<file path="src/hw/rtl/nms_pkg.sv">
`default_nettype none

package nms_pkg;

	localparam int MAX_COLS_DEF   = 1024;
	localparam int PIXEL_BITS_DEF = 16;
	localparam int FRAC_BITS_DEF  = 8;

	localparam int MEAN_W  = 24;
	localparam int CNT_W   = 4;
	localparam int ROWS_W  = 16;
	localparam int COLS_W  = 11;
	localparam int PADDR_W = 3;
	localparam int PDATA_W = 32;
	localparam int OUT_W   = ((MEAN_W + CNT_W + 7) / 8) * 8;

	localparam int DIV_STEP    = 4;
	localparam int QUEUE_DEPTH = 2;

	localparam logic REG_ROWS = 1'b0;
	localparam logic REG_COLS = 1'b1;

	localparam logic CMD_PIXEL = 1'b0;
	localparam logic CMD_FLUSH = 1'b1;

	typedef struct packed {
		logic                psel;
		logic                penable;
		logic                pwrite;
		logic [PADDR_W-1:0]  paddr;
		logic [PDATA_W-1:0]  pwdata;
	} nms_apb_t;

	typedef struct packed {
		logic flush;
		logic row_ge1;
		logic row_ge2;
		logic col_ge1;
		logic col_ge2;
		logic col_last;
		logic wide;
	} nms_flags_t;

	localparam int FLAGS_W = $bits(nms_flags_t);

endpackage

`default_nettype wire

</file>
<file path="src/hw/rtl/nms_front.sv">
`default_nettype none

module nms_front import nms_pkg::*; #(
	parameter int MAX_COLS   = MAX_COLS_DEF,
	parameter int PIXEL_BITS = PIXEL_BITS_DEF,
	localparam int AW        = (MAX_COLS > 1) ? $clog2(MAX_COLS) : 1,
	localparam int QW        = FLAGS_W + AW + PIXEL_BITS
) (
	input  logic                  clk,
	input  logic                  arst_n,
	input  nms_apb_t              apb,
	output logic [PDATA_W-1:0]    prdata,
	input  logic                  s_tvalid,
	output logic                  s_tready,
	input  logic                  s_tuser,
	input  logic [PIXEL_BITS-1:0] pixel,
	output logic                  push,
	output logic [QW-1:0]         push_data,
	input  logic                  q_full
);

	localparam int CW = $clog2(MAX_COLS + 1);

	logic [ROWS_W-1:0] rows_q;
	logic [COLS_W-1:0] cols_q;
	logic [ROWS_W-1:0] row_q;
	logic [CW-1:0]     col_q;
	logic [CW-1:0]     emit_q;

	logic              cfg_wr;
	logic [ROWS_W-1:0] rows_eff;
	logic [CW-1:0]     cols_eff;
	logic [CW-1:0]     cols_last;
	logic              cols_over;
	nms_flags_t        flags;
	logic [CW-1:0]     pos_col;

	assign cfg_wr    = apb.psel && apb.penable && apb.pwrite;
	assign prdata    = (apb.paddr[PADDR_W-1] == REG_ROWS) ? PDATA_W'(rows_q) : PDATA_W'(cols_q);
	assign s_tready  = !q_full;

	assign rows_eff  = (rows_q == '0) ? ROWS_W'(1) : rows_q;
	assign cols_over = 32'(cols_q) > 32'(MAX_COLS);
	assign cols_eff  = (cols_q == '0) ? CW'(1) : (cols_over ? CW'(MAX_COLS) : CW'(cols_q));
	assign cols_last = cols_eff - CW'(1);

	always_comb begin
		flags = '0;
		if (s_tuser == CMD_PIXEL) begin
			push           = s_tvalid && !q_full && (row_q < rows_eff) && (col_q < cols_eff);
			pos_col        = col_q;
			flags.row_ge1  = row_q != '0;
			flags.row_ge2  = row_q > ROWS_W'(1);
			flags.col_ge1  = col_q != '0;
			flags.col_ge2  = col_q > CW'(1);
			flags.col_last = col_q == cols_last;
			flags.wide     = cols_eff > CW'(1);
		end else begin
			push           = s_tvalid && !q_full && (row_q >= rows_eff) && (emit_q < cols_eff);
			pos_col        = emit_q;
			flags.flush    = 1'b1;
			flags.row_ge2  = rows_eff > ROWS_W'(1);
			flags.col_ge1  = emit_q != '0;
			flags.col_last = emit_q == cols_last;
		end
	end

	assign push_data = {flags, AW'(pos_col), pixel};

	always_ff @(posedge clk or negedge arst_n) begin
		if (!arst_n) begin
			rows_q <= ROWS_W'(1);
			cols_q <= COLS_W'(1);
			row_q  <= '0;
			col_q  <= '0;
			emit_q <= '0;
		end else if (cfg_wr) begin
			if (apb.paddr[PADDR_W-1] == REG_ROWS) begin
				rows_q <= apb.pwdata[ROWS_W-1:0];
			end else begin
				cols_q <= apb.pwdata[COLS_W-1:0];
			end
			row_q  <= '0;
			col_q  <= '0;
			emit_q <= '0;
		end else if (push) begin
			if (flags.flush) begin
				emit_q <= emit_q + CW'(1);
			end else if (flags.col_last) begin
				col_q <= '0;
				row_q <= row_q + ROWS_W'(1);
			end else begin
				col_q <= col_q + CW'(1);
			end
		end
	end

endmodule

`default_nettype wire

</file>
<file path="config.mk">
export PLATFORM = sky130hd
export DESIGN_NAME = nms_front
export DESIGN_NICKNAME = d
export VERILOG_FILES = /design/src/hw/rtl/nms_pkg.sv /design/src/hw/rtl/nms_front.sv
export SDC_FILE = /design/constraint.sdc
export NUM_CORES = 1
export LEC_CHECK = 0
export ABC_AREA = 1
export BUFFER_PORTS_ARGS = -buffer_cell sky130_fd_sc_hd__buf_2
export CORE_MARGIN = 2
export CORE_UTILIZATION = 30
export CTS_BUF_LIST = sky130_fd_sc_hd__clkbuf_16
export DETAILED_ROUTE_END_ITERATION = 7
export MAX_ROUTING_LAYER = met4
export PLACE_DENSITY = 0.5
export SYNTH_ARGS = -nofsm -noshare
export SYNTH_HDL_FRONTEND = slang
export SYNTH_SLANG_ARGS = --single-unit
</file>
<file path="constraint.sdc">
create_clock -name clk -period 3.59 [get_ports clk]
set_input_delay 0.5385 -clock clk [delete_from_list [all_inputs] [get_ports clk]]
set_output_delay 0.5385 -clock clk [all_outputs]
set_load 0.005 [all_outputs]
</file>
## Word-level counts from Yosys, hierarchy flattened

Index checks and enable logic that the tools add are counted.

| storage, ports and cells | value |
|---|---|
| bits of input ports | 59 |
| register bits | 65 |
| output and inout port bits | 67 |
| logic and storage cells | 66 |

| cells by class | value |
|---|---|
| add/subtract/negate cells | 4 |
| magnitude comparators | 9 |
| eq/ne operators | 3 |
| bitwise gates (word level) | 1 |
| mux-type cells | 23 |
| reduce and logical (&&, ||, !) cells | 21 |

Operator list:

| kind | count |
|---|---|
| $mux 11 | 9 |
| $mux 16 | 6 |
| $gt 16x1->1 const B | 2 |
| $add 11x1->11 const B | 2 |
| $eq 11x11->1 | 2 |
| $gt 11x1->1 const B | 2 |
| $lt 11x11->1 | 2 |
| $reduce_bool 11->1 | 2 |
| $add 16x1->16 const B | 1 |
| $ge 16x16->1 | 1 |
| $logic_not 16->1 | 1 |
| $lt 16x16->1 | 1 |
| $reduce_bool 16->1 | 1 |
| $gt 11x11->1 const B | 1 |
| $logic_not 11->1 | 1 |
| $sub 11x1->11 const B | 1 |
| $mux 10 | 1 |
| $reduce_and 2->1 | 4 |
| $logic_and 1x1->1 | 7 |
| $mux 1 | 6 |
| $reduce_bool 2->1 | 3 |
| $reduce_and 3->1 | 1 |
| $mux 2 | 1 |
| $ne 2x1->1 const B | 1 |
| other kinds (2) | 2 |

## Depth between registers and ports, before layout

Gate-level depths: netlist (run 1).

| depth | value |
|---|---|
| depth in word-level cells | 10 |
| gate-level depth with buffers | 22 |
| depth with buffers taken out | 19 |

## Least setup slack after synthesis (run 1)

Ideal clock, no wire load.

| timing | value |
|---|---|
| kind | reg2out |
| from | reg cols_q[3] |
| to | out push |
| cell stages (with the launch flop) | 16 |
| buffers on the path | 3 |
| setup slack | 835 ps |
| data required time | 3052 ps |
| data arrival time | 2216 ps |
| cells stage by stage | dfrtp_1 > buf_6 > nor2_2 > nand3_1 > o21bai_2 > buf_6 > nand2_2 > ha_1 > nand2_1 > o21ai_0 > nand2_1 > o2111ai_1 > inv_1 > nand2_1 > clkbuf_1 > nand2_1 |

| between the ends | value |
|---|---|
| cells in the longest elaborated chain, start to end | 6 |
| elaborated cells between the ends (all ways) | 9 |
| classes of those cells | order compare: 3; mux: 3; reduce/logical: 3 |

RTL lines:

| item | line | source |
|---|---|---|
| start: declaration | nms_front.sv:25 | `logic [COLS_W-1:0] cols_q;` |
| start signal: assignment | nms_front.sv:81 | `cols_q <= apb.pwdata[COLS_W-1:0];` |
| $gt 11x11->1 | nms_front.sv:43 | `assign cols_over = 32'(cols_q) > 32'(MAX_COLS);` |
| $mux 11 | nms_front.sv:44 | `assign cols_eff = (cols_q == '0) ? CW'(1) : (cols_over ? CW'(MAX_COLS) : CW'(cols_q));` |
| $mux 11 * | nms_front.sv:44 |  |
| $lt 11x11->1 (on tied branches) | nms_front.sv:50, nms_front.sv:59 |  |
| $logic_and 1x1->1 (on tied branches) | nms_front.sv:50, nms_front.sv:59 |  |
| $mux 1 * | nms_front.sv:49 | `if (s_tuser == CMD_PIXEL) begin` |
| end: declaration | nms_front.sv:17 | `output logic push,` |

Every way passes the cells marked *; elsewhere a longest branch is shown, timed or not.

## Worst setup path in the final report (run 1)

| timing | value |
|---|---|
| from | reg cols_q[0] |
| to | out push |

Same word-level chain as after synthesis.

==> metrics, run 1 <==
sw frac=40.25%; placed inst area=6017 um2; Final Max Slew Viols=0; #FFs+latches synth=65; Yosys top cell by area=dfrtp_1; Cells after Synth=817; worst rel slew slack=40.52%; Initial DRT Pass Iterations=5; clock sinks=65; DRC Markers=0; die area=19,940 um2; RSZ-0062 raised after global routing=false; later-pin clock latency in the skew report=350 ps; row count=50; Period Utilization, post-route=90.67%; port bufs=59; multiplexer share of the synthesized area=0%; ranking of synthesized cells by area=dfrtp_1, nand2_1, ha_1; static leakage=0.003401 uW; detailed placement HPWL=12,100 um; asr flop ratio synth=100.0%; share of cells above drive strength 1=13.09%; CTS root buffer=clkbuf_16; Worst VDD drop=239.8 uV; Post-Synth Adder-Cell Area=10.41%; post-synthesis xor/xnor area fraction=4.785%; Setup Crit Path Kind=reg2out; most frequent cell after synthesis=nand2_1; pwr/cell area=511.4 nW/um2; Simple-Gate Fraction of Synth Area=31.59%; vias in the first global route=4,680; Placer Congestion=0.8356; largest family of logic cells by synthesized area=simple AND/OR/NAND/NOR gates; worst r2r path cells=18; CP arrival=2720 ps; EDFF count, synth=0; Crit path max-delay family=simple AND/OR/NAND/NOR gates; critical path's slowest cell=dfstp_2; HP Class=in2async; count of final hold-check violations=0; CP endpoint kind=primary output; Setup TNS Final=0 ps; initial antenna violation count=0; Clk pwr share=30.8%; CP required=3050 ps; Final setup viols=0; largest net degree at the start of global routing=66; clk_skew=15.79 ps; Hold Slack=384.4 ps; crit-path cells=nor2_1, nand3_1, o21bai_4, buf_12, nand2_1, ha_1, a21oi_1, nor2_1, a21oi_1, o211ai_1, nor2_1, nand2_1, nand2_1, buf_2; CP bufs+invs=2; Worst Path Max Fanout=14; antenna cells=0; Levels on crit path=14; Max Clock Freq=0.3072 GHz; Via Count=5,234; first-pass GRT wire length=25,070 um; Worst-Margin Slew=892.2 ps; yosys warns=0; H-tree levels=3; layout net count=964; Yosys top cell area share=27.91%; Worst-path clk slew=60 ps; syn_area_per_cell=6.913 um2; Post-CTS Hold Buffers=0; Final Critical Period=3255 ps; CTS Buf Count=9; maxcap violations=0; Die Y=141.2 um; Detailed Route WL=15,990 um; post-synth cell types=44; area growth from synthesis to final layout=13.07%; kind of start point of the critical path=register; GRT Residual Overflow=0; Post-synth top cells=nand2_1, inv_1, nand3_1; deepest clock path buffer count=2; sequential fraction of the synthesis area=28.84%; Routed Antenna Nets=0; Synth Cell Area=5648 um2; DRT iter0 DRCs=293; flop-to-flop setup slack=530 ps; Layout Utilization=34.37%; post-DR wirelength/cell=14.57 um; Main synth FF type=dfrtp_1; sw power=1314 uW; Cell Int Power=1951 uW; CTS tree=yes; core area=18,580 um2; IO Pins=126; Crit path largest cell delay=390 ps; status=completed; Starting Density=30.40%; via/cell ratio=4.771; power share of the combinational group=39.3%; Die Wd=141.2 um; sequential share of power=29.9%; Finished Cell Area=6386 um2; Total GRT Usage=16.50%; Compound-Gate Fraction of Synth Area=10.17%
final timing paths:
check	from	endpoint
min in group clk	apb[0]	cols_q[0]
max	cols_q[0]	push
min	arst_n	emit_q[4]
max in group asynchronous	arst_n	rows_q[11]
max reg2reg	cols_q[8]	row_q[5]
min reg2reg	rows_q[1]	rows_q[1]
cell families (layout without fill, tap and decap cells):
group,after synthesis,after routing
AO/OA/AOI/OAI,104,104
XOR/XNOR,30,30
adder cells (fa/ha/maj),47,47
buffers and inverters,165,196
flip-flops,65,65
other,1,16
AND/OR/NAND/NOR,405,405
layer usage:
layer / GRT usage (%) / vias up / share of wire (%)
li1: - / 2711 / -
met1: 22.65 / 2386 / 50
met2: 24.94 / 118 / 45
met3: 3.227 / 19 / 4.1
met4: 4.316 / 0 / 1.5
met5: - / - / 0
state kept, by name (all words and copies together), names as in the netlist:
name,cells
row_q,16
col_q,11
rows_q,16
emit_q,11
cols_q,11
stage by stage:
stage,setup WS (ps),total power (uW),cells
after floorplan,835.4,1864,832
after global placement,254.8,2242,1078
after detailed placement,164.1,2250,1078
after CTS,122.9,3272,1094
after global routing,22.47,3512,1097
final,335.1,3266,1097
worst register-to-register path, delay by kind of cell, from the launching register on:
family	cells	cell delay, ps
AND/OR/NAND/NOR	15	2010
flip-flops	1	370
adder cells (fa/ha/maj)	1	300
buffers and inverters	2	280
cell usage in the layout (no fill, tap or decap), types with 3 or more instances in the layout:
| master | n |
|---|---|
| clkbuf_16 | 9 |
| o22ai_1 | 5 |
| inv_1 | 97 |
| buf_4 | 19 |
| nor4_1 | 13 |
| nor3_1 | 17 |
| nand2_1 | 204 |
| o21ai_0 | 51 |
| nand4_1 | 21 |
| o211ai_1 | 3 |
| xnor2_1 | 6 |
| ha_1 | 47 |
| o41ai_1 | 3 |
| nor2_1 | 60 |
| buf_2 | 59 |
| nand3_1 | 73 |
| conb_1 | 16 |
| a21oi_1 | 31 |
| nand3b_1 | 3 |
| xor2_1 | 23 |
| dfrtp_1 | 63 |
| nand2_2 | 3 |
power groups by stage:
stage          Sequential [uW]  Combinational (uW)  Clock [uW]
3_3_place_gp               986                1260           0
6_report                   976                1280        1010
2_1_floorplan              951                 913           0
4_1_cts                    975                1270        1020
5_1_grt                    994                1460        1050
3_5_place_dp               987                1260           0
cell type report:
cell class,count,area [um2]
fill,2034,12190
multi-input combinational,602,3284
sequential,65,1629
timing repair buffer,80,478.0
inverter,100,375.4
tap,234,292.8
clock buffer,9,225.2
clock inverter,7,101.3
repair_timing:
| action | CTS | global route |
|---|---|---|
| gates resized for setup | 1 | 0 |
| pin swaps | 0 | 1 |
| setup buffers | 0 | 3 |
| hold endpoints to repair | 0 | 0 |
| setup endpoints to repair | 2 | 2 |
Power figures use the tool's default switching activity.
==> run 2: changes to the inputs <==
==> constraint.sdc (replaced) <==
create_clock -name clk -period 4.07 [get_ports clk]
set_input_delay 0.6105 -clock clk [delete_from_list [all_inputs] [get_ports clk]]
set_output_delay 0.6105 -clock clk [all_outputs]
set_load 0.005 [all_outputs]
==> metrics, run 2 (same netlist as run 1, synthesis figures left out) <==
Max Clock Freq=0.2665 GHz; first-pass GRT wire length=25,770 um; clk_skew=11.48 ps; power share of the combinational group=40.5%; area growth from synthesis to final layout=10.50%; Period Utilization, post-route=92.21%; Most Crowded Layer GR=met2; kind of start point of the critical path=register; post-DR wirelength/cell=14.55 um; worst rel slew slack=28.10%; Layout Utilization=33.59%; GR Layer Usage met2=26.16%; sequential share of power=32.3%; Final Critical Period=3753 ps; met1 GRT Util=22.78%; biggest regs=row_q (16), rows_q (16); largest net degree at the start of global routing=46; most frequent cells in the layout=nand2_1, inv_1, nand3_1; CP arrival=3140 ps; row count=50; Clk pwr share=27.1%; deepest clock path buffer count=2; port bufs=59; Final Max Slew Viols=0; GRT Residual Overflow=0; Routed Antenna Nets=0; Initial DRT Pass Iterations=6; CTS root buffer=clkbuf_16; DRC Markers=0; CP required=3460 ps; later-pin clock latency in the skew report=340 ps; Die Wd=141.2 um; met3 Resource Use GR=3.499%; Total GRT Usage=16.82%; crit-path most repeated cell=nor2_1; layout net count=955; Setup Crit Path Kind=reg2out; Via Count=5,194; Placer Congestion=0.8436; Crit path largest cell delay=470 ps; Final Power=2695 uW; clock sinks=65; pwr/cell area=431.8 nW/um2; initial antenna violation count=0; IO Pins=126; Final setup viols=0; post-CTS setup buffers=0; Worst-path clk slew=60 ps; Setup WS pre-CTS=379.4 ps; RSZ-0062 raised after global routing=false; crit-path cells=nor2_1, nand2_1, o21bai_4, buf_4, nand2_1, ha_2, xor2_1, nand3_1, nor2_1, nand3_1, a21oi_1, nand4_1, nor2_1, buf_2; CTS tree=yes; critical path's slowest cell=dfrtp_1; vias in the first global route=4,862; Starting Density=30.40%; Final WS setup=317.2 ps; sw power=1133 uW; sw frac=42.04%; detailed placement HPWL=12,040 um; Worst VDD drop=219.6 uV; Detailed Route WL=15,830 um; antenna cells=0; DRT iter0 DRCs=235; count of final hold-check violations=0; maxcap violations=0; core area=18,580 um2; H-tree levels=3; static leakage=0.003322 uW; via/cell ratio=4.774; Cell Int Power=1562 uW; commonest non-fill, non-tap cell in the layout=nand2_1; CP endpoint kind=primary output; die area=19,940 um2; HP Class=in2async; Worst-Margin Slew=1078 ps; Die Y=141.2 um; Setup TNS Final=0 ps; share of cells above drive strength 1=12.30%; CTS Buf Count=9; Worst Path Max Fanout=11; status=completed
-- run 2: area by class of cell --
type                            instances  area, um2
Sequential cell                        65       1629
Multi-Input combinational cell        602       3287
Clock inverter                          7      46.29
Fill cell                            2042      12340
Clock buffer                            9      225.2
Inverter                              100      375.4
Timing Repair Buffer                   71      385.4
Tap cell                              234      292.8
-- run 2: worst paths after layout --
check | from | endpoint | slack, ps | cells past startpoint
max | cols_q[6] | push_data[27] | 320 | 14
min | arst_n | emit_q[2] | 470 | 1
max reg2reg | cols_q[6] | row_q[11] | 520 | 15
min reg2reg | rows_q[8] | rows_q[8] | 480 | 2
max in group asynchronous | arst_n | rows_q[0] | 2650 | 2
min in group clk | rows_q[8] | rows_q[8] | 480 | 2
-- run 2: metal layers --
layer / vias to the layer above / routed length [um]
met5: - / 0
met4: 0 / 153
met3: 10 / 710
met2: 126 / 7164
met1: 2364 / 7803
li1: 2694 / -
-- run 2: power by group through the flow --
stage	Sequential, uW	Clock, uW	Combinational, uW
after detailed placement	881	0	1090
after CTS	870	754	1090
after global placement	879	0	1080
after floorplan	839	0	806
final	871	731	1090
after global routing	891	779	1270
-- run 2: worst max-delay path, delay by kind of cell (launching register included) --
| family | cells | cell delay (ps) |
|---|---|---|
| xor gates and xnor gates | 1 | 130 |
| and+or+nand+nor | 8 | 1010 |
| DFF | 1 | 470 |
| adders and majority gates | 1 | 400 |
| AOI/OAI and AO/OA | 2 | 430 |
| buffers and inverters | 2 | 340 |
-- run 2: per-stage QoR --
stage          std cells  cell area (um2)  hold WS (ps)
2_1_floorplan        832             5704         314.9
3_3_place_gp        1072             5959         467.2
3_5_place_dp        1072             5959         473.2
4_1_cts             1088             6231         488.6
5_1_grt             1088             6241         495.7
6_report            1088             6241         471.1
-- run 2: what timing repair did --
| action | CTS | global route |
|---|---|---|
| setup endpoints to repair | 0 | 5 |
| hold buffers | 0 | 0 |
| gates resized for setup | 0 | 2 |
==> run 3: changes to the inputs <==
--- a/config.mk
+++ b/config.mk
@@ -12,7 +12,7 @@
 export CTS_BUF_LIST = sky130_fd_sc_hd__clkbuf_16
 export DETAILED_ROUTE_END_ITERATION = 7
 export MAX_ROUTING_LAYER = met4
-export PLACE_DENSITY = 0.5
+export PLACE_DENSITY = 0.46
 export SYNTH_ARGS = -nofsm -noshare
 export SYNTH_HDL_FRONTEND = slang
 export SYNTH_SLANG_ARGS = --single-unit
==> metrics, run 3 (same netlist as run 1, synthesis figures left out) <==
sw power=1128 uW; antenna cells=0; DRT iter0 DRCs=262; Die Wd=141.2 um; Period Utilization, post-route=86.49%; RSZ-0062 raised after global routing=false; Setup TNS Final=0 ps; Initial DRT Pass Iterations=5; row count=50; biggest regs=row_q (16), rows_q (16); Via Count=5,185; sw frac=41.94%; Placer Congestion=0.8333; status=completed; Final WS setup=550.1 ps; layout net count=954; Worst VDD drop=216.0 uV; count of final hold-check violations=0; CP endpoint kind=primary output; initial antenna violation count=0; Final Max Slew Viols=0; commonest non-fill, non-tap cell in the layout=nand2_1; Worst-Margin Slew=811.2 ps; Crit path max-delay family=simple AND/OR/NAND/NOR gates; HP Class=in2async; clk_skew=10.78 ps; Max Clock Freq=0.2841 GHz; Finished Cell Area=6232 um2; IO Pins=126; area growth from synthesis to final layout=10.35%; Final Critical Period=3520 ps; core area=18,580 um2; later-pin clock latency in the skew report=350 ps; share of cells above drive strength 1=12.08%; clock sinks=65; first-pass GRT wire length=26,230 um; CP arrival=2910 ps; Clk pwr share=27.6%; CTS tree=yes; worst rel slew slack=45.21%; post_cts resized=0; post-CTS setup buffers=0; Setup Crit Path Kind=reg2out; Detailed Route WL=15,880 um; kind of start point of the critical path=register; placed inst area=5952 um2; static leakage=0.003310 uW; Final setup viols=0; power share of the combinational group=39.7%; CP bufs+invs=3; Setup WS pre-CTS=781.5 ps; critical path's slowest cell=dfrtp_1; crit-path cells=nor2_2, nand3_1, o21bai_2, buf_4, nand2_1, ha_1, inv_1, nand3_1, nand3_1, nand2_1, nor2_1, nand3_1, a21oi_1, nand4_1, nor2_1, buf_2; via/cell ratio=4.770; Post-CTS Hold Buffers=0; GRT Residual Overflow=0; fillers=2,057; Worst-path clk slew=60 ps; Worst Path Max Fanout=11; Crit path largest cell delay=500 ps; most frequent cells in the layout=nand2_1, inv_1, nand3_1; crit-path most repeated cell=nand3_1; die area=19,940 um2; sequential share of power=32.7%; post-DR wirelength/cell=14.60 um; Cell Int Power=1562 uW; maxcap violations=0; CTS Buf Count=9; Total GRT Usage=17.02%; detailed placement HPWL=12,130 um; DRC Markers=0; CP required=3460 ps; vias in the first global route=4,949; deepest clock path buffer count=2; Starting Density=30.40%; Die Y=141.2 um; port bufs=59; largest net degree at the start of global routing=52; CTS root buffer=clkbuf_16; H-tree levels=3; pwr/cell area=431.7 nW/um2; Routed Antenna Nets=0
[run 3: cell count changes in the layout (fill, tap and decap cells not counted)]
cell and change:
inv_6 -1, inv_8 +1, ha_1 +1, o21bai_4 -1, o21bai_2 +1, inv_1 -1
clkinvlp_4 +1, clkinv_2 -2, clkinv_1 +1, buf_4 -1, ha_2 -1, clkinv_4 +1
[run 3: metrics by stage]
step	util, %	cells	hold slack (ps)	total power [uW]
4_1_cts	33.54	1087	182.6	2724
6_report	33.54	1087	182.3	2690
3_5_place_dp	32.03	1071	474.6	1961
2_1_floorplan	-	832	314.9	1644
5_1_grt	33.54	1087	192.7	2948
3_3_place_gp	32.03	1071	468.2	1961
[run 3: per-layer routing]
| layer | part of all wire (%) | global-route usage [%] |
|---|---|---|
| met5 | 0 | - |
| met4 | 1.2 | 4.158 |
| met3 | 3.9 | 2.853 |
| met2 | 45 | 26.55 |
| met1 | 50 | 23.10 |
[run 3: final cells by class]
class	count	area, um2	share of cell area, %
multi-input combinational	602	3277	52.58
sequential	65	1629	26.14
timing repair buffer	70	377.9	6.063
inverter	100	375.4	6.023
tap	234	292.8	4.698
clock buffer	9	225.2	3.614
clock inverter	7	55.05	0.8834
[run 3: power by group through the flow]
stage	Sequential (uW)	Combinational (uW)	Clock (uW)
after floorplan	839	806	0
after global placement	894	1070	0
after detailed placement	892	1070	0
after CTS	882	1070	769
after global routing	901	1250	801
final	881	1070	742
[run 3: worst paths after layout]
| path | from | end | slack (ps) | cells past startpoint |
|---|---|---|---|---|
| setup / recovery | cols_q[3] | push_data[27] | 550 | 16 |
| hold / removal | arst_n | emit_q[6] | 180 | 1 |
| setup reg to reg | cols_q[3] | row_q[5] | 840 | 18 |
| hold reg to reg | rows_q[5] | rows_q[5] | 490 | 2 |
| max in group asynchronous | arst_n | rows_q[5] | 2870 | 2 |
| min in group clk | rows_q[5] | rows_q[5] | 490 | 2 |
