### src/hw/rtl/nms_pkg.sv
`default_nettype none

package nms_pkg;

	localparam int MAX_COLS_DEF   = 1024;
	localparam int PIXEL_BITS_DEF = 16;
	localparam int FRAC_BITS_DEF  = 8;

	localparam int MEAN_W  = 24;
	localparam int CNT_W   = 4;
	localparam int ROWS_W  = 16;
	localparam int COLS_W  = 11;
	localparam int PADDR_W = 3;
	localparam int PDATA_W = 32;
	localparam int OUT_W   = ((MEAN_W + CNT_W + 7) / 8) * 8;

	localparam int DIV_STEP    = 4;
	localparam int QUEUE_DEPTH = 2;

	localparam logic REG_ROWS = 1'b0;
	localparam logic REG_COLS = 1'b1;

	localparam logic CMD_PIXEL = 1'b0;
	localparam logic CMD_FLUSH = 1'b1;

	typedef struct packed {
		logic                psel;
		logic                penable;
		logic                pwrite;
		logic [PADDR_W-1:0]  paddr;
		logic [PDATA_W-1:0]  pwdata;
	} nms_apb_t;

	typedef struct packed {
		logic flush;
		logic row_ge1;
		logic row_ge2;
		logic col_ge1;
		logic col_ge2;
		logic col_last;
		logic wide;
	} nms_flags_t;

	localparam int FLAGS_W = $bits(nms_flags_t);

endpackage

`default_nettype wire

### src/hw/rtl/nms_fifo.sv
`default_nettype none

module nms_fifo import nms_pkg::*; #(
	parameter int W     = FLAGS_W,
	parameter int DEPTH = QUEUE_DEPTH
) (
	input  logic         clk,
	input  logic         arst_n,
	input  logic         push,
	input  logic [W-1:0] wdata,
	output logic         full,
	input  logic         pop,
	output logic [W-1:0] rdata,
	output logic         empty
);

	localparam int PTW = (DEPTH > 1) ? $clog2(DEPTH) : 1;
	localparam int CTW = $clog2(DEPTH + 1);

	logic [W-1:0]   buf_q [DEPTH];
	logic [PTW-1:0] wp_q;
	logic [PTW-1:0] rp_q;
	logic [CTW-1:0] cnt_q;
	logic           do_push;
	logic           do_pop;

	assign full    = cnt_q == CTW'(DEPTH);
	assign empty   = cnt_q == '0;
	assign do_push = push && !full;
	assign do_pop  = pop && !empty;
	assign rdata   = buf_q[rp_q];

	always_ff @(posedge clk or negedge arst_n) begin
		if (!arst_n) begin
			wp_q  <= '0;
			rp_q  <= '0;
			cnt_q <= '0;
		end else begin
			if (do_push) begin
				wp_q <= (wp_q == PTW'(DEPTH - 1)) ? '0 : wp_q + PTW'(1);
			end
			if (do_pop) begin
				rp_q <= (rp_q == PTW'(DEPTH - 1)) ? '0 : rp_q + PTW'(1);
			end
			if (do_push && !do_pop) begin
				cnt_q <= cnt_q + CTW'(1);
			end else if (do_pop && !do_push) begin
				cnt_q <= cnt_q - CTW'(1);
			end
		end
	end

	always_ff @(posedge clk) begin
		if (do_push) begin
			buf_q[wp_q] <= wdata;
		end
	end

endmodule

`default_nettype wire

### config.mk
export PLATFORM = sky130hd
export DESIGN_NAME = nms_fifo
export DESIGN_NICKNAME = d
export VERILOG_FILES = /design/src/hw/rtl/nms_pkg.sv /design/src/hw/rtl/nms_fifo.sv
export SDC_FILE = /design/constraint.sdc
export NUM_CORES = 1
export LEC_CHECK = 0
export ABC_AREA = 1
export BUFFER_PORTS_ARGS = -buffer_cell sky130_fd_sc_hd__buf_2
export CORE_ASPECT_RATIO = 1.4
export CORE_MARGIN = 8
export CORE_UTILIZATION = 25
export CTS_CLUSTER_SIZE = 12
export DETAILED_ROUTE_END_ITERATION = 6
export PLACE_DENSITY = 0.44
export RECOVER_POWER = 50
export SLEW_MARGIN = 20
export SYNTH_ARGS = -nofsm -noshare
export SYNTH_HDL_FRONTEND = slang
export SYNTH_SLANG_ARGS = --single-unit
### constraint.sdc
create_clock -name clk -period 1.17 [get_ports clk]
set_input_delay 0.117 -clock clk [delete_from_list [all_inputs] [get_ports clk]]
set_output_delay 0.117 -clock clk [all_outputs]
set_load 0.03 [all_outputs]
# Word level (Yosys, flattened, before mapping)
# Memory sizes are Yosys's and may differ from the RTL's.
# Cells that the tools add are included.
[word_totals]
register_bits = 4
mem_bits_rw = 14
output_inout_bits = 9
wordCells = 25
n_memories = 1
[memory_table]
columns = ["memory", "depth", "width", "read_ports", "rd_clocked_by_memory_dff", "wr", "line", "source"]
rows = [
  ["buf_q", 2, 7, 1, 0, 1, "nms_fifo.sv:20", "logic [W-1:0] buf_q [DEPTH];"],
]
[op_classes]
add_sub_neg = 4
eq_ne = 1
mux = 6
n_reduce_logical = 10
[op_table]
columns = ["operator", "count"]
rows = [
  ["$logic_and A1 B1 Y1", 4],
  ["$logic_not A1 Y1", 4],
  ["$mux W1", 4],
  ["$mux W2", 2],
  ["$add A1 B1 Y1 const B", 2],
  ["$add A2 B1 Y2 const B", 1],
  ["$eq A2 B2 Y1 const B", 1],
  ["$logic_not A2 Y1", 1],
  ["$reduce_bool A2 Y1", 1],
  ["$sub A2 B1 Y2 const B", 1],
]

# Logic depth before layout (Yosys ltp)
# Gate-level depths: netlist of run 1.
[depth]
ltp_word = 7
mapped_depth = 9
depth_no_buf = 9

# Worst setup path after synthesis of run 1
# OpenSTA, ideal clock, no wires.
[synth_path]
path_kind = "register to register"
from = "reg cnt_q[0]"
to = "reg cnt_q[1]"
setup_ns = 0.117
arrival_time_ns = 1.381
slack_ns = -0.328
path_stages_with_launch = 8
synth_period_minus_slack_ns = 1.498
cell_sequence = "dfrtp_1 nor2_2 nor2_2 ha_1 inv_1 nand3_1 nand2_1 nand2_1"
[synth_via]
elab_chain_len = 6
[synth_rtl]
columns = ["item", "line", "source"]
rows = [
  ["start, declared", "nms_fifo.sv:23", "logic [CTW-1:0] cnt_q;"],
  ["start signal, assigned", "nms_fifo.sv:46", "cnt_q <= cnt_q + CTW'(1);"],
  ["start signal, assigned", "nms_fifo.sv:48", "cnt_q <= cnt_q - CTW'(1);"],
  ["$eq A2 B2 Y1 (*)", "nms_fifo.sv:27", "assign full = cnt_q == CTW'(DEPTH);"],
  ["named net full", "nms_fifo.sv:11", "output logic full,"],
  ["$logic_not A1 Y1 (*)", "nms_fifo.sv:29", "assign do_push = push && !full;"],
  ["$logic_and A1 B1 Y1 (*)", "nms_fifo.sv:29", ""],
  ["named net do_push", "nms_fifo.sv:24", "logic do_push;"],
  ["$logic_not A1 Y1", "nms_fifo.sv:47", "end else if (do_pop && !do_push) begin"],
  ["$logic_and A1 B1 Y1", "nms_fifo.sv:47", ""],
  ["$reduce_bool A2 Y1 (no line)", "-", ""],
]
# Mark *: on every way through the listed nets, which the timed path passes. The rest lies on a longest branch. The select of a mux whose other input is x is not followed.
# A chain may end at the register's enable or synchronous reset.

# Worst setup path after layout of run 1
[layout_path]
from = "reg cnt_q[1]"
to = "reg cnt_q[1]"
[layout_via]
elab_chain_len = 6
[layout_rtl]
columns = ["item", "line"]
rows = [
  ["$eq A2 B2 Y1 (*)", "nms_fifo.sv:27"],
  ["$logic_not A1 Y1 (*)", "nms_fifo.sv:29"],
  ["$logic_and A1 B1 Y1 (*)", "nms_fifo.sv:29"],
  ["named net do_push", "nms_fifo.sv:24"],
  ["$logic_not A1 Y1", "nms_fifo.sv:47"],
  ["$logic_and A1 B1 Y1", "nms_fifo.sv:47"],
  ["$reduce_bool A2 Y1 (no line)", "-"],
]
# Marked as above.

==> metrics.txt, run 1 <==
io pins=20; Clock Latency Late Sink=0.24 ns; chip width=61.9 µm; Worst Hold Class=input port to flip-flop; Reg clk slew, reported paths=0.06 ns; worst r2r src=cnt_q[1]; Initial Util=25.9%; worst slew pin tran=0.285 ns; RSZ-0062 raised after global routing=yes; Cells after Synth=68; Slew Viols, Final=0; register area share after synthesis=70.5%; # diodes=0; maxcap violations=0; critical-path cell list=inv_2, nor2_4, nor2_4, ha_4, inv_1, nand2_2, nand3_2, nand2_1, nand2_1; top-area cell type share of the netlist area=56.9%; Syn Std Cell Area=738 µm²; Layout area overhead=60.8%; Wirelength per Cell=11.5 µm; largest net degree at the start of global routing=11; WP depth=9; Finished Core Util=41.7%; first-pass detailed-route iteration total=2; layout cells sized above 1=61.4%; Final HPWL DP=1140 µm; CTS tree=built; Setup WS pre-CTS=-0.143 ns; vias in the first global route=544; post-route clock period utilization=105%; Clock Path Buffers=2; final setup vio count=24; root buf cell=clkbuf_8; H-tree Lvls=1; Buffers on Ports=19; Seq cells post-synth=18; die area=0.00497 mm²; Avg Cell Area, Syn=10.9 µm²; Largest delay share family, worst path=flip-flops; worst r2r path cells=9; Power Dens Cells=2800 mW/mm²; final WL=1590 µm; final non-filler cell total=138; CP startpoint=cnt_q[1]; setup ws final=-0.0609 ns; Peak VDD IR=1.64 mV; first-pass GRT wire length=2460 µm; core area=0.00285 mm²; vias post-DR=563; GR Util All Layers=6.57%; CP Launch Type=flip-flop; WP data arrival=1.37 ns; shortest period the worst path allows=1.23 ns; nets=114; Syn. warnings=0; cell total after placement=130; leading area contributor after synthesis=edfxtp_1; Largest stage delay, worst path=0.41 ns; Residual DRC=0; number of vias per cell=4.08; Congestion Overflow GR=0; WP data required=1.31 ns; kind of end point of the critical path=flip-flop; num rows=23; initial antenna violation count=0; Worst Path Max Fanout=3; top post-synthesis cells by area=edfxtp_1 57%, nand2_1 15%, dfrtp_1 14%, inv_1 4.1%, ha_1 1.7%; Antenna Nets Post-Route=0; Num CTS Buffers=3; Worst Path Class, Setup=flip-flop to flip-flop; die height=80.3 µm; post-route clock skew=0.00333 ns; slowest stage cell, crit path=dfrtp_1; max frequency=812 MHz; clk sinks=18; P_leak=0.526 nW; HP Start=wdata[4]; failing checks=negative setup slack; slew margin rel.=80.8%; RePlAce Congestion=0.643; worst hold stages=1; outcome=finished with violations; syn_nets=80; WP buf/inv=2; DR iter-0 viols=18; synth unique cells=13; layout filler cell count=265; final hold violation count=0
==> worst reg2reg max path, delay by kind of cell (launching register included) <==
kind | cells | cell delay (ns)
adder cells (fa/ha/maj) | 1 | 0.14
buffers and inverters | 2 | 0.16
AND/OR/NAND/NOR | 6 | 0.41
flip-flops | 1 | 0.41
==> cell usage after synthesis <==
| cell | n |
|---|---|
| ha_1 | 1 |
| dfrtp_1 | 4 |
| edfxtp_1 | 14 |
| nand3_1 | 1 |
| nand4_1 | 1 |
| nor2_2 | 2 |
| o21ai_0 | 2 |
| nor2_1 | 2 |
| nand3b_1 | 1 |
| xnor2_1 | 1 |
| nand2_1 | 30 |
| inv_1 | 8 |
| buf_2 | 1 |
==> area by class of cell <==
class / count / area, µm² / area share (%)
Timing Repair Buffer: 30 / 253 / 21.3
Multi-Input combinational cell: 41 / 284 / 23.9
Tap cell: 37 / 46.3 / 3.90
Sequential cell: 18 / 522 / 43.9
Inverter: 8 / 37.5 / 3.16
Clock buffer: 4 / 45.0 / 3.79
==> layer usage <==
metal  wire length [µm]  global-route usage (%)
met5                  0                       0
met4                 14                    2.06
met3                131                    2.08
met2                797                    9.98
met1                644                    8.51
==> repair_timing <==
item / in CTS / in global routing
endpoints found under the hold margin: 4 / 0
pin swaps: 2 / 13
setup endpoints to repair: 25 / 25
resized for setup: 21 / 31
setup buffers: 2 / 1
cloned: 0 / 0
hold buffers: 1 / 0
==> path summary, 6_finish.rpt <==
check                              end  slack [ns]
max                           cnt_q[1]       -0.06
min                        buf_q[1][4]        0.06
max reg2reg                   cnt_q[1]       -0.06
min reg2reg                       wp_q        0.50
max in group asynchronous     cnt_q[0]        0.83
min in group asynchronous     cnt_q[1]        0.21
==> metrics by stage <==
stage | area [µm²] | hold slack, ns | power (W) | setup TNS [ns]
after CTS | 1080 | 0.0551 | 0.00303 | -0.551
after floorplan | 747 | -0.179 | 0.00181 | -0.287
after global routing | 1190 | 0.0462 | 0.00355 | -2.31
final | 1190 | 0.0615 | 0.00332 | -0.818
after global placement | 948 | -0.0663 | 0.00228 | -0.447
after detailed placement | 948 | -0.0697 | 0.00231 | -0.489
==> layout by cell type, fill, tap and decap left out <==
| cell type | count |
|---|---|
| buf_12 | 1 |
| inv_4 | 3 |
| buf_6 | 10 |
| ha_4 | 1 |
| edfxtp_1 | 14 |
| nand2_1 | 12 |
| dfrtp_2 | 1 |
| nand2_4 | 3 |
| inv_1 | 4 |
| nand3b_1 | 1 |
| o21ai_0 | 1 |
| inv_2 | 1 |
| nand4_1 | 1 |
| dfrtp_1 | 3 |
| o21ai_2 | 1 |
| nand3_2 | 1 |
| nor2_2 | 1 |
| xnor2_1 | 1 |
| nor2_4 | 3 |
| buf_4 | 8 |
| clkbuf_8 | 3 |
| nand2_2 | 15 |
| clkbuf_1 | 1 |
| dlygate4sd3_1 | 1 |
| buf_2 | 10 |
==> state kept, by name (all words and copies together), names as in the netlist <==
register / count
buf_q: 14
cnt_q: 2
rp_q: 1
wp_q: 1
==> logic make-up after synthesis <==
logic type,Yosys count,synth area share (%)
AO/OA/AOI/OAI,2,1.36
XOR/XNOR,1,1.19
flip-flops,18,70.5
AND/OR/NAND/NOR,37,20.5
adder cells (fa/ha/maj),1,1.69
buffers and inverters,9,4.75
==> power breakdown <==
part           internal [W]  switching (W)  leakage (nW)
logic              0.000847        0.00104         0.326
registers          0.000899       0.000117         0.177
clock network      0.000240       0.000179        0.0228
total               0.00199        0.00134         0.526
Power figures use the tool's default switching activity.
==> run 2, diff against run 1 <==
==> constraint.sdc (replaced) <==
create_clock -name clk -period 1.17 [get_ports clk]
set_input_delay 0.234 -clock clk [delete_from_list [all_inputs] [get_ports clk]]
set_output_delay 0.234 -clock clk [all_outputs]
set_load 0.03 [all_outputs]
==> metrics.txt, run 2 (synthesis gave the netlist of run 1 again) <==
failing checks=negative setup slack (unchanged); vias in the first global route=575 (was 544); Final HPWL DP=1140 µm (unchanged); setup ws final=-0.143 ns (was -0.0609 ns); shortest period the worst path allows=1.31 ns (was 1.23 ns); io pins=20 (unchanged); max FFs per register=14 (unchanged); most frequent cells in the layout=25 x nand2_1, 14 x edfxtp_1, 11 x buf_6 (was 15 x nand2_2, 14 x edfxtp_1, 12 x nand2_1); design area=0.00115 mm² (was 0.00119 mm²); # diodes=0 (unchanged); first-pass detailed-route iteration total=2 (unchanged); DP Area=956 µm² (was 948 µm²); Clock Path Buffers=2 (unchanged); Congestion Overflow GR=0 (unchanged); nets=115 (was 114); Largest stage delay, worst path=0.40 ns (was 0.41 ns); Biggest register=buf_q (unchanged); final hold violation count=0 (unchanged); Peak VDD IR=1.49 mV (was 1.64 mV); R2R Path End=cnt_q[1] (unchanged); post-route clock period utilization=112% (was 105%); number of vias per cell=3.93 (was 4.08); outcome=finished with violations (unchanged); layout cells sized above 1=48.0% (was 61.4%); GR Util All Layers=6.67% (was 6.57%); worst slew pin tran=0.203 ns (was 0.285 ns); Initial Util=25.9% (unchanged); chip width=61.9 µm (unchanged); post-route clock skew=0.00636 ns (was 0.00333 ns); root buf cell=clkbuf_8 (unchanged); Wirelength per Cell=11.5 µm (about the same); HP Start=wdata[4] (unchanged); first-pass GRT wire length=2460 µm (about the same); Residual DRC=0 (unchanged); clk sinks=18 (unchanged); Worst Path Max Fanout=3 (unchanged); kind of end point of the critical path=output pin (was flip-flop); Buffers on Ports=19 (unchanged); Worst Hold Class=input port to flip-flop (unchanged); worst hold stages=1 (unchanged); Layout area overhead=56.1% (was 60.8%); Clock Latency Late Sink=0.25 ns (was 0.24 ns); Num CTS Buffers=3 (unchanged); Slew Viols, Final=0 (unchanged); final WL=1600 µm (was 1590 µm); core area=0.00285 mm² (unchanged); worst r2r src=cnt_q[1] (unchanged); most frequent CP cell=buf_6; Reg clk slew, reported paths=0.07 ns (was 0.06 ns); hold path endpoint=buf_q[0][4] (was buf_q[1][4]); Worst Path Class, Setup=flip-flop to output pin (was flip-flop to flip-flop); reg-to-reg setup timing slack=-0.09 ns (was -0.06 ns); DR iter-0 viols=10 (was 18); die height=80.3 µm (unchanged); Power Dens Cells=2830 mW/mm² (was 2800 mW/mm²); H-tree Lvls=1 (unchanged); CP Launch Type=flip-flop (unchanged); die area=0.00497 mm² (unchanged); CTS tree=built (unchanged); worst r2r path cells=8 (was 9); critical-path cell list=inv_2, nor2_4, buf_6, buf_6 (was inv_2, nor2_4, nor2_4, ha_4, inv_1, nand2_2, nand3_2, nand2_1, nand2_1); final setup vio count=25 (was 24); maxcap violations=0 (unchanged); slew margin rel.=86.4% (was 80.8%); largest net degree at the start of global routing=11 (unchanged); most common cell after layout, fill and taps aside=nand2_1 (was nand2_2); max frequency=762 MHz (was 812 MHz); initial antenna violation count=0 (unchanged); WP data arrival=1.08 ns (was 1.37 ns); slowest stage cell, crit path=dfrtp_1 (unchanged); P_leak=0.513 nW (was 0.526 nW); RSZ-0062 raised after global routing=yes (unchanged); WP data required=0.94 ns (was 1.31 ns); num rows=23 (unchanged); Antenna Nets Post-Route=0 (unchanged); RePlAce Congestion=0.638 (was 0.643); Setup WS pre-CTS=-0.134 ns (was -0.143 ns); vias post-DR=546 (was 563); Largest regs=buf_q (14), cnt_q (2) (unchanged)
run 2: changes by cell type in the layout (fill, tap and decap cells not counted), moves of 2 or more:
cell	before	now
nand2_2	15	5
nand2_4	3	0
nand2_1	12	25
inv_4	3	1
run 2: worst max-delay path: cells and delay by family, from the launching register on:
family	cells	cell delay, ns
flops	1	0.40
buf+inv	3	0.31
simple gates	1	0.12
run 2: timing repair:
action	CTS	global route
resized for setup	23	15
pin swaps	4	2
hold buffers	1	0
cloned	0	0
setup endpoints to repair	25	25
endpoints found under the hold margin	4	0
buffers inserted	2	1
run 2: layout make-up:
| type | instances | area, µm² |
|---|---|---|
| Clock buffer | 4 | 45.0 |
| Fill cell | 285 | 1700 |
| Inverter | 8 | 37.5 |
| Multi-Input combinational cell | 41 | 239 |
| Sequential cell | 18 | 522 |
| Tap cell | 37 | 46.3 |
| Timing Repair Buffer | 31 | 263 |
run 2: where the power goes:
part	switching, W	leakage (nW)	internal, W
logic	0.000982	0.313	0.000843
clock network	0.000191	0.0228	0.000241
registers	0.000102	0.177	0.000897
total	0.00128	0.513	0.00198
run 2: stage by stage:
stage | hold WS (ns) | util [%] | power (W) | std cells | setup TNS [ns]
2_1_floorplan | -0.0616 | - | 0.00181 | 68 | -0.287
4_1_cts | 0.169 | 38.5 | 0.00310 | 138 | -1.78
3_5_place_dp | 0.0478 | 33.6 | 0.00233 | 131 | -0.663
6_report | 0.173 | 40.4 | 0.00326 | 139 | -1.34
5_1_grt | 0.165 | 40.4 | 0.00347 | 139 | -2.45
3_3_place_gp | 0.0505 | 33.6 | 0.00231 | 131 | -0.440
run 2: worst max path at each step:
stage	start	endpoint	slack, ns	cells past startpoint
2_1_floorplan	cnt_q[1]	cnt_q[1]	-0.17	8
5_1_grt	rp_q	rdata[1]	-0.19	4
3_5_place_dp	cnt_q[0]	cnt_q[1]	-0.13	6
3_3_place_gp	cnt_q[0]	cnt_q[1]	-0.11	6
4_1_cts	cnt_q[0]	empty	-0.13	3
6_report	cnt_q[1]	full	-0.14	4
run 2: metal layers:
layer	wire (µm)	part of all wire (%)	global-route usage, %
met1	643	40	6.92
met2	835	52	11.4
met3	109	6.8	2.08
met4	10	0.63	3.43
met5	0	0	0
==> run 3, diff against run 2 <==
MAX_ROUTING_LAYER = met4   (was default)
==> metrics.txt, run 3 (synthesis gave the netlist of run 1 again) <==
WP data required=0.94 ns (about the same); maxcap violations=0 (unchanged); Initial Util=25.9% (unchanged); Biggest register=buf_q (unchanged); Residual DRC=0 (unchanged); Power Dens Cells=2830 mW/mm² (about the same); die area=0.00497 mm² (unchanged); die height=80.3 µm (unchanged); HP Start=wdata[4] (unchanged); Slew Viols, Final=0 (unchanged); chip width=61.9 µm (unchanged); hold path endpoint=buf_q[0][4] (unchanged); final setup vio count=25 (unchanged); Antenna Nets Post-Route=0 (unchanged); number of vias per cell=3.93 (unchanged); io pins=20 (unchanged); Worst Hold Class=input port to flip-flop (unchanged); GR Util All Layers=6.85% (was 6.67%); clk sinks=18 (unchanged); kind of end point of the critical path=output pin (unchanged); Worst Path Class, Setup=flip-flop to output pin (unchanged); initial antenna violation count=0 (unchanged); setup ws final=-0.143 ns (about the same); worst slew pin tran=0.203 ns (unchanged); RSZ-0062 raised after global routing=yes (unchanged); DR iter-0 viols=7 (was 10); core area=0.00285 mm² (unchanged); Largest regs=buf_q (14), cnt_q (2) (unchanged); Setup WS pre-CTS=-0.134 ns (unchanged); Power Total=0.00326 W (about the same); register area=522 µm² (unchanged); Num CTS Buffers=3 (unchanged); Clock Latency Late Sink=0.25 ns (about the same); Final HPWL DP=1140 µm (unchanged); post-route clock skew=0.00636 ns (unchanged); largest net degree at the start of global routing=11 (unchanged); H-tree Lvls=1 (unchanged); layout cells sized above 1=48.0% (unchanged); Clock Path Buffers=2 (unchanged); failing checks=negative setup slack (unchanged); layout filler cell count=285 (unchanged); final hold violation count=0 (unchanged); nets=115 (unchanged); RePlAce Congestion=0.643 (was 0.638); outcome=finished with violations (unchanged); max frequency=762 MHz (about the same); max FFs per register=14 (unchanged); first-pass detailed-route iteration total=2 (unchanged); Wirelength per Cell=11.5 µm (unchanged); Congestion Overflow GR=0 (unchanged); footprint of the multi-input gates=239 µm² (unchanged); Reg clk slew, reported paths=0.07 ns (about the same); shortest period the worst path allows=1.31 ns (about the same); num rows=23 (unchanged); reg-to-reg setup timing slack=-0.09 ns (about the same); worst r2r src=cnt_q[1] (unchanged); root buf cell=clkbuf_8 (unchanged); vias post-DR=546 (unchanged); CP startpoint=cnt_q[1] (unchanged); Buffers on Ports=19 (unchanged); # diodes=0 (unchanged); post-route clock period utilization=112% (about the same); most frequent cells in the layout=25 x nand2_1, 14 x edfxtp_1, 11 x buf_6 (unchanged); slew margin rel.=86.4% (unchanged); Layout area overhead=56.1% (unchanged); CP Launch Type=flip-flop (unchanged); Worst Path Max Fanout=3 (unchanged); CTS tree=built (unchanged); final WL=1600 µm (unchanged); WP data arrival=1.08 ns (about the same); vias in the first global route=575 (unchanged); worst r2r path cells=8 (unchanged); first-pass GRT wire length=2460 µm (about the same); most common cell after layout, fill and taps aside=nand2_1 (unchanged); worst hold stages=1 (unchanged); P_leak=0.513 nW (unchanged); R2R Path End=cnt_q[1] (unchanged); Peak VDD IR=1.49 mV (unchanged)
==> run 3: cell counts in the layout (fill, tap and decap cells not counted) <==
No cell type changed its count.
==> run 3: metal layers <==
metal  vias up  wire length [µm]  global-route usage [%]
met2        15               835                    11.4
li1        286                 -                       -
met1       243               652                    7.01
met4         0                10                    3.43
met3         2               100                    1.92
met5         -                 0                       -
==> run 3: critical path: stages (launching register included) <==
cell and delay, ns:
dfrtp_1 0.40, inv_2 0.08, nor2_4 0.12, buf_6 0.11, buf_6 0.12
==> run 3: area by class of cell <==
class                      instances  area share, %
tap                               37           4.02
sequential                        18           45.3
inverter                           8           3.26
multi-input combinational         41           20.7
timing repair buffer              31           22.8
clock buffer                       4           3.91
==> run 3: timing repair <==
action / 4_1_cts / 5_1_grt
hold buffers: 1 / 0
buffers inserted: 2 / 1
setup endpoints to repair: 25 / 25
pin swaps: 4 / 2
resized for setup: 23 / 15
hold endpoints to repair: 4 / 0
==> run 3: worst max-delay path by stage <==
| stage | slack (ns) | cells past startpoint | end |
|---|---|---|---|
| floorplan | -0.17 | 8 | cnt_q[1] |
| global placement | -0.11 | 6 | cnt_q[1] |
| detailed placement | -0.13 | 6 | cnt_q[1] |
| CTS | -0.13 | 3 | empty |
| global route | -0.19 | 4 | rdata[1] |
| finish | -0.14 | 4 | full |
==> run 3: stage by stage <==
step / TNS, ns / hold WS (ns) / std cells / area [µm²] / util [%]
after floorplan: -0.287 / -0.0616 / 68 / 747 / -
after global placement: -0.440 / 0.0505 / 131 / 956 / 33.6
after detailed placement: -0.663 / 0.0478 / 131 / 956 / 33.6
after CTS: -1.78 / 0.169 / 138 / 1100 / 38.5
after global routing: -2.45 / 0.165 / 139 / 1150 / 40.4
final: -1.34 / 0.173 / 139 / 1150 / 40.4
==> run 3: where the power goes <==
part | internal, W | switching [W]
registers | 0.000897 | 0.000102
logic | 0.000843 | 0.000982
clock network | 0.000241 | 0.000191
total | 0.00198 | 0.00128
